[src/rtl/tccw_pkg.sv]
package tccw_pkg;

   localparam int OP_W     = 3;
   localparam int CHAR_W   = 8;
   localparam int ROW_W    = 5;
   localparam int COL_W    = 7;
   localparam int COLOR_W  = 4;
   localparam int ATTR_W   = 8;
   localparam int CELL_W   = 16;
   localparam int POS_W    = 11;
   localparam int TAB_STEP = 8;

   localparam logic [OP_W-1:0] OP_STREAM = 3'd0;
   localparam logic [OP_W-1:0] OP_WRITE  = 3'd1;
   localparam logic [OP_W-1:0] OP_READ   = 3'd2;
   localparam logic [OP_W-1:0] OP_CURSOR = 3'd3;
   localparam logic [OP_W-1:0] OP_CLEAR  = 3'd4;

   localparam logic [CHAR_W-1:0] CHAR_NEWLINE   = 8'h0A;
   localparam logic [CHAR_W-1:0] CHAR_RETURN    = 8'h0D;
   localparam logic [CHAR_W-1:0] CHAR_BACKSPACE = 8'h08;
   localparam logic [CHAR_W-1:0] CHAR_TAB       = 8'h09;
   localparam logic [CHAR_W-1:0] CHAR_BLANK     = 8'h20;

   localparam logic [ATTR_W-1:0] RESET_COLOR = 8'd13;

   typedef enum logic [2:0] {
      SWEEP_NONE,
      SWEEP_INIT,
      SWEEP_CLEAR,
      SWEEP_COPY,
      SWEEP_FILL
   } sweep_mode_type;

   typedef struct packed {
      logic           load;
      logic           exec;
      logic           respond;
      logic           resp_read;
      logic           sweep_load;
      logic           sweep_to_fill;
      sweep_mode_type sweep_mode;
   } dp_cmd_type;

   typedef struct packed {
      logic op_read;
      logic op_clear;
      logic need_scroll;
      logic sweep_done;
   } dp_status_type;

endpackage

[src/rtl/tccw_ctrl.sv]
module tccw_ctrl (
   input  logic                    clock,
   input  logic                    reset,
   input  logic                    start,
   output logic                    busy,
   input  tccw_pkg::dp_status_type status,
   output tccw_pkg::dp_cmd_type    cmd
);

   typedef enum logic [2:0] {
      ST_INIT,
      ST_IDLE,
      ST_EXEC,
      ST_READ,
      ST_COPY,
      ST_DRAIN,
      ST_FILL,
      ST_CLEAR
   } state_type;

   state_type state_ff;
   state_type state_in;

   always_ff @(posedge clock) begin
      if (reset) begin
         state_ff <= ST_INIT;
      end else begin
         state_ff <= state_in;
      end
   end

   always_comb begin
      state_in           = state_ff;
      cmd.load           = 1'b0;
      cmd.exec           = 1'b0;
      cmd.respond        = 1'b0;
      cmd.resp_read      = 1'b0;
      cmd.sweep_load     = 1'b0;
      cmd.sweep_to_fill  = 1'b0;
      cmd.sweep_mode     = tccw_pkg::SWEEP_NONE;
      case (state_ff)
         ST_INIT: begin
            cmd.sweep_mode = tccw_pkg::SWEEP_INIT;
            if (status.sweep_done) state_in = ST_IDLE;
         end
         ST_IDLE: begin
            if (start) begin
               cmd.load = 1'b1;
               state_in = ST_EXEC;
            end
         end
         ST_EXEC: begin
            cmd.exec = 1'b1;
            if (status.op_read) begin
               state_in = ST_READ;
            end else if (status.op_clear) begin
               cmd.sweep_load = 1'b1;
               state_in       = ST_CLEAR;
            end else if (status.need_scroll) begin
               cmd.sweep_load = 1'b1;
               state_in       = ST_COPY;
            end else begin
               cmd.respond = 1'b1;
               state_in    = ST_IDLE;
            end
         end
         ST_READ: begin
            cmd.respond   = 1'b1;
            cmd.resp_read = 1'b1;
            state_in      = ST_IDLE;
         end
         ST_COPY: begin
            cmd.sweep_mode = tccw_pkg::SWEEP_COPY;
            if (status.sweep_done) state_in = ST_DRAIN;
         end
         ST_DRAIN: begin
            cmd.sweep_load    = 1'b1;
            cmd.sweep_to_fill = 1'b1;
            state_in          = ST_FILL;
         end
         ST_FILL: begin
            cmd.sweep_mode = tccw_pkg::SWEEP_FILL;
            if (status.sweep_done) begin
               cmd.respond = 1'b1;
               state_in    = ST_IDLE;
            end
         end
         ST_CLEAR: begin
            cmd.sweep_mode = tccw_pkg::SWEEP_CLEAR;
            if (status.sweep_done) begin
               cmd.respond = 1'b1;
               state_in    = ST_IDLE;
            end
         end
         default: begin
            state_in = ST_INIT;
         end
      endcase
   end

   assign busy = (state_ff != ST_IDLE);

endmodule

[config.mk]
export PLATFORM = sky130hd
export DESIGN_NAME = tccw_ctrl
export DESIGN_NICKNAME = d
export VERILOG_FILES = /design/src/rtl/tccw_pkg.sv /design/src/rtl/tccw_ctrl.sv
export SDC_FILE = /design/constraint.sdc
export NUM_CORES = 1
export LEC_CHECK = 0
export BUFFER_PORTS_ARGS = -buffer_cell sky130_fd_sc_hd__buf_2
export CORE_AREA = 3 3 40 42
export CTS_CLUSTER_DIAMETER = 200
export CTS_CLUSTER_SIZE = 8
export DETAILED_ROUTE_END_ITERATION = 16
export DIE_AREA = 0 0 43 45
export GPL_TIMING_DRIVEN = 0
export SLEW_MARGIN = 0
export SYNTH_ARGS = -nofsm -noshare
export SYNTH_HDL_FRONTEND = slang
export SYNTH_SLANG_ARGS = --single-unit
[constraint.sdc]
create_clock -name clock -period 1.71 [get_ports clock]
set_input_delay 0.342 -clock clock [delete_from_list [all_inputs] [get_ports clock]]
set_output_delay 0.342 -clock clock [all_outputs]
set_load 0.02 [all_outputs]
== Yosys cells after proc, flatten, opt, wreduce, memory -nomap -nowiden ==
Cells that the tools add are included.
Word-level totals
  bits in registers: 3
  input port bits: 7
  output and inout port bits: 10
  word-level logic and storage cells: 38
Cells by class
  equal/unequal tests: 11
  multiplexer cells: 22
  reductions and logical operators: 4
Operators by type and width (number)
  $mux W3: 6
  $pmux W3 S6: 1
  $eq A3 B3 Y1 const B: 4
  $mux W1: 12
  $pmux W3 S4: 1
  $eq A3 B2 Y1 const B: 2
  $ne A2 B2 Y1 const B: 2
  $eq A3 B1 Y1 const B: 1
  $logic_not A3 Y1: 1
  $ne A3 B1 Y1 const B: 1
  $pmux W1 S3: 1
  $reduce_and A3 Y1: 1
  $reduce_or A3 Y1: 1
  $ne A2 B1 Y1 const B: 1
  $pmux W1 S2: 1
  $reduce_or A2 Y1: 1

== Logic depth before layout (Yosys ltp) ==
  depth after elaboration: 4
  mapped depth: 4
  depth with buffers taken out: 4

== Worst setup path before layout ==
Ideal clock, no wire load.
  path kind: register to output
  start point: register state_ff[1]
  end point: output port cmd[4] (netlist bit)
  data arrival time: 1331 ps
  data required time: 1368 ps
  slack: 37 ps
  cell stages (with the launch flop): 4
  path buffers: 0
  path through: dfxtp_1 -> or3b_1 -> or3_4 -> nand2b_1
RTL lines
  start, declared: RTL line tccw_ctrl.sv:21  | state_type state_ff;
  start signal, assigned: RTL line tccw_ctrl.sv:28  | state_ff <= state_in;
  end, declared: RTL line tccw_ctrl.sv:7  | output tccw_pkg::dp_cmd_type cmd

==> summary by stage <==
Floorplanning
The core area is 0.001285 sq mm. The die covers 0.001935 sq mm. The site row count is 13.

17 I/O pins were placed. The overall die width is 43 um. The initial utilization of the core area, before any placement, comes to 20.35%. The die is 45 um tall.

Routing
The remaining routing DRC violations is 0. The final layout contains routed wiring with a total length of 811 um. The via count is around 350.

Dividing the detail-routed wire length by the instance count gives 10.81 um. Using the TritonRoute via totals, the vias-per-cell ratio works out to 4.680. The final antenna-violating net count is 0.

The iteration count of the initial detailed-routing pass is 4. After the first detailed-routing iteration, the DRC count stood at 13.

Timing
Setup violations remaining at the end of the flow were counted as 1. The worst max-slew margin expressed relative to the limit is 77.29%. Across all setup checks in the final design, the least slack found is -0.1498 ns. After layout, the minimum clock period comes to 1.860 ns. The total count of hold-check failures in the final report is 0. Setup repair after global routing could not meet its margin everywhere. The worst clock skew on the final layout is 0.001577 ns.

The number of pins exceeding their max-slew limit in the final report is 0. The achievable frequency is 537.7 MHz. The post-route fraction of the period consumed by the critical path is 108.8%. On the final layout, the worst hold slack is 0.3278 ns.

For the pin with the worst max-slew slack, the measured transition is 0.3406 ns.

Critical path
The startpoint type of the worst setup path is a flip-flop. The worst-case reg-to-reg path depth is 4. In this design, the stage delay of the slowest critical-path cell is 0.37 ns.

The required time of the worst setup path is 1.37 ns. The highest-delay cell along the critical path is or3b_4. The signal on the critical path passes through or3b_4 -> or3_4 -> nand2b_1 -> buf_6.

STA classifies the critical path endpoint as a primary output. The data arrival time of the worst path is 1.52 ns. The worst reg2reg path endpoint is state_ff[2]. The slack of the worst reg-to-reg path is 0.32 ns. The startpoint identified for the worst register-to-register timing path is state_ff[1]. Of all nets on the critical path, the largest fanout is 2.

The start-to-end type of the worst setup path is flip-flop to primary output.

Min path
The worst hold path stage count is 2. The tightest min-delay check is of the input pin to flip-flop type. The path with the worst hold slack has its endpoint at state_ff[2]. In this run the most critical hold path is launched from reset.

Logic synthesis
The cell area after technology mapping is around 260 sq um. The top cell type's share of synthesized area is 22.97%. The synthesized instance count is 36.

The largest area contributor in the synthesized netlist is dfxtp_1. By area the synthesized netlist is led by dfxtp_1 23%, nand2b_1 9.6%, nor2_1 7.2%. The mean instance size in the synthesized netlist is approximately 7.3 sq um. The post-synthesis net count is 43.

The flip-flop and latch count after synthesis is 3. For this run, the number of Yosys warnings is 0. Sequential cells were found to cover between 20% and 30% of the synthesized design area.

The netlist uses 21 different library cells.

Run
The max capacitance violation total is 0.

Power and ir drop
The standby leakage power is 0.0002239 uW. Across the VDD grid, the largest voltage drop is 0.0001839 V. The total power density per cell area is 705.1 mW/mm^2.

CTS
The maximum root-to-sink buffer count is 2. The clock net in this run drives a total of 3 sinks. The H-tree depth is 1. TritonCTS built the clock tree. Clock tree synthesis inserted a total of 3 buffers. The later pin in the worst-skew pair is clocked with a latency of 0.23 ns. The number of buffers inserted for hold repair after clock tree synthesis is 0. The clock-pin slew of the registers on the worst-case setup and hold paths is 0.04 ns. The buffer type at the clock tree root is clkbuf_4.

Placement
The HPWL after detailed placement is 564.8 um. During placement, the flow inserted port buffers numbering 16. The congestion estimate from routability-driven global placement came to 0.7685. The placed cell area is 360.3 sq um.

The number of placed instances, taps included, is 67.

Global routing
The via count of the first global-routing pass was between 300 and 400. Entering global routing, the biggest net connects 11 pins. The number of antenna violations at the first check in global routing is 0. Global routing finished with a remaining overflow of 0.

The global-route wire length before repair is 1373 um. The global-route usage over all layers is 9.393%.

Outcome
The run finished, with violations left. The final reports fail on setup timing.

Final layout
The area growth from synthesis to layout is 66.99%. state_ff holds more flip-flops than any other register. The number of cells in the finished layout apart from fillers is 75.

The post-layout instance area is 436.7 sq um. The number of flip-flops under the largest register name is 3. The largest registers in the layout are state_ff (3).

For this run, the post-layout net count is between 60 and 70. The fraction of layout instances using a drive strength above 1 is around half. The total inserted antenna cells is 0.
==> cells by family after synthesis <==
| kind of cell | count (synthesis) | share of synthesized area [%] |
|---|---|---|
| flops | 3 | 22.97 |
| compound gates | 6 | 18.67 |
| buf+inv | 3 | 4.306 |
| simple gates | 24 | 54.06 |
==> cell usage after synthesis <==
master    count
dfxtp_1       3
nor2_1        5
o21bai_1      1
o311a_1       1
nand2b_1      4
nand2_1       4
or3_1         1
or4bb_1       1
o211ai_1      1
and2b_1       1
nor3_1        1
inv_1         2
or3_4         1
a21oi_2       1
or3b_1        1
a31oi_1       1
nor2b_1       2
nor3b_1       1
clkbuf_1      1
a31o_2        1
and2_1        2
==> through the flow <==
step / TNS [ns] / utilization, % / setup slack, ns / total power (uW)
CTS: -0.1835 / 33.69 / -0.1835 / 311.0
global placement: -0.09839 / 28.04 / -0.09839 / 167.0
detailed placement: -0.08878 / 28.04 / -0.08878 / 168.2
finish: -0.1498 / 33.98 / -0.1498 / 307.9
floorplan: 0 / - / 0.03701 / 136.5
global route: -0.1727 / 33.98 / -0.1727 / 324.1
==> cell usage in the layout (no fill, tap or decap), drive strengths merged, types with 2 or more instances in the layout <==
cell     n
inv      2
nor2b    2
dfxtp    3
buf     20
nand2b   4
clkbuf   5
and2     2
nor2     5
or3      2
nand2    4
==> how the worst max path moves through the flow <==
stage	start	end	slack [ns]	cells after the start
2_1_floorplan	state_ff[1]	cmd[4]	0.04	3
3_3_place_gp	state_ff[1]	cmd[4]	-0.1	4
3_5_place_dp	state_ff[1]	cmd[4]	-0.09	4
4_1_cts	state_ff[1]	cmd[4]	-0.18	4
5_1_grt	state_ff[1]	cmd[4]	-0.17	4
6_report	state_ff[1]	cmd[4]	-0.15	4
==> critical path, delay by kind of cell (launching register included) <==
kind,cells,cell delay (ns)
buf+inv,1,0.12
flops,1,0.33
simple gates,3,0.83
==> area by class of cell <==
type,count,area (sq um)
Buffer,1,3.754
Clock buffer,4,26.28
Fill cell,147,848.3
Inverter,2,7.507
Multi-Input combinational cell,30,192.7
Sequential cell,3,68.82
Tap cell,15,18.77
Timing Repair Buffer,20,118.9
==> layer usage <==
metal	wire length [um]	part of all wire, %	track usage [%]
met3	52	6.4	0.7968
met2	423	52	17.07
met5	0	0	0
met1	335	41	10.07
met4	0	0	7.229
==> power by group <==
part	total [uW]	switching (uW)	internal [uW]
clock	125	37.2	87.5
combinational	104	58.1	46.0
sequential	79.2	2.77	76.4
==> timing repair <==
action / CTS / global route
endpoints found under the hold margin: 0 / 0
setup buffers: 4 / 0
resized for setup: 7 / 2
pin swaps: 1 / 1
endpoints found under the setup margin: 1 / 3
Power figures use the tool's default switching activity.
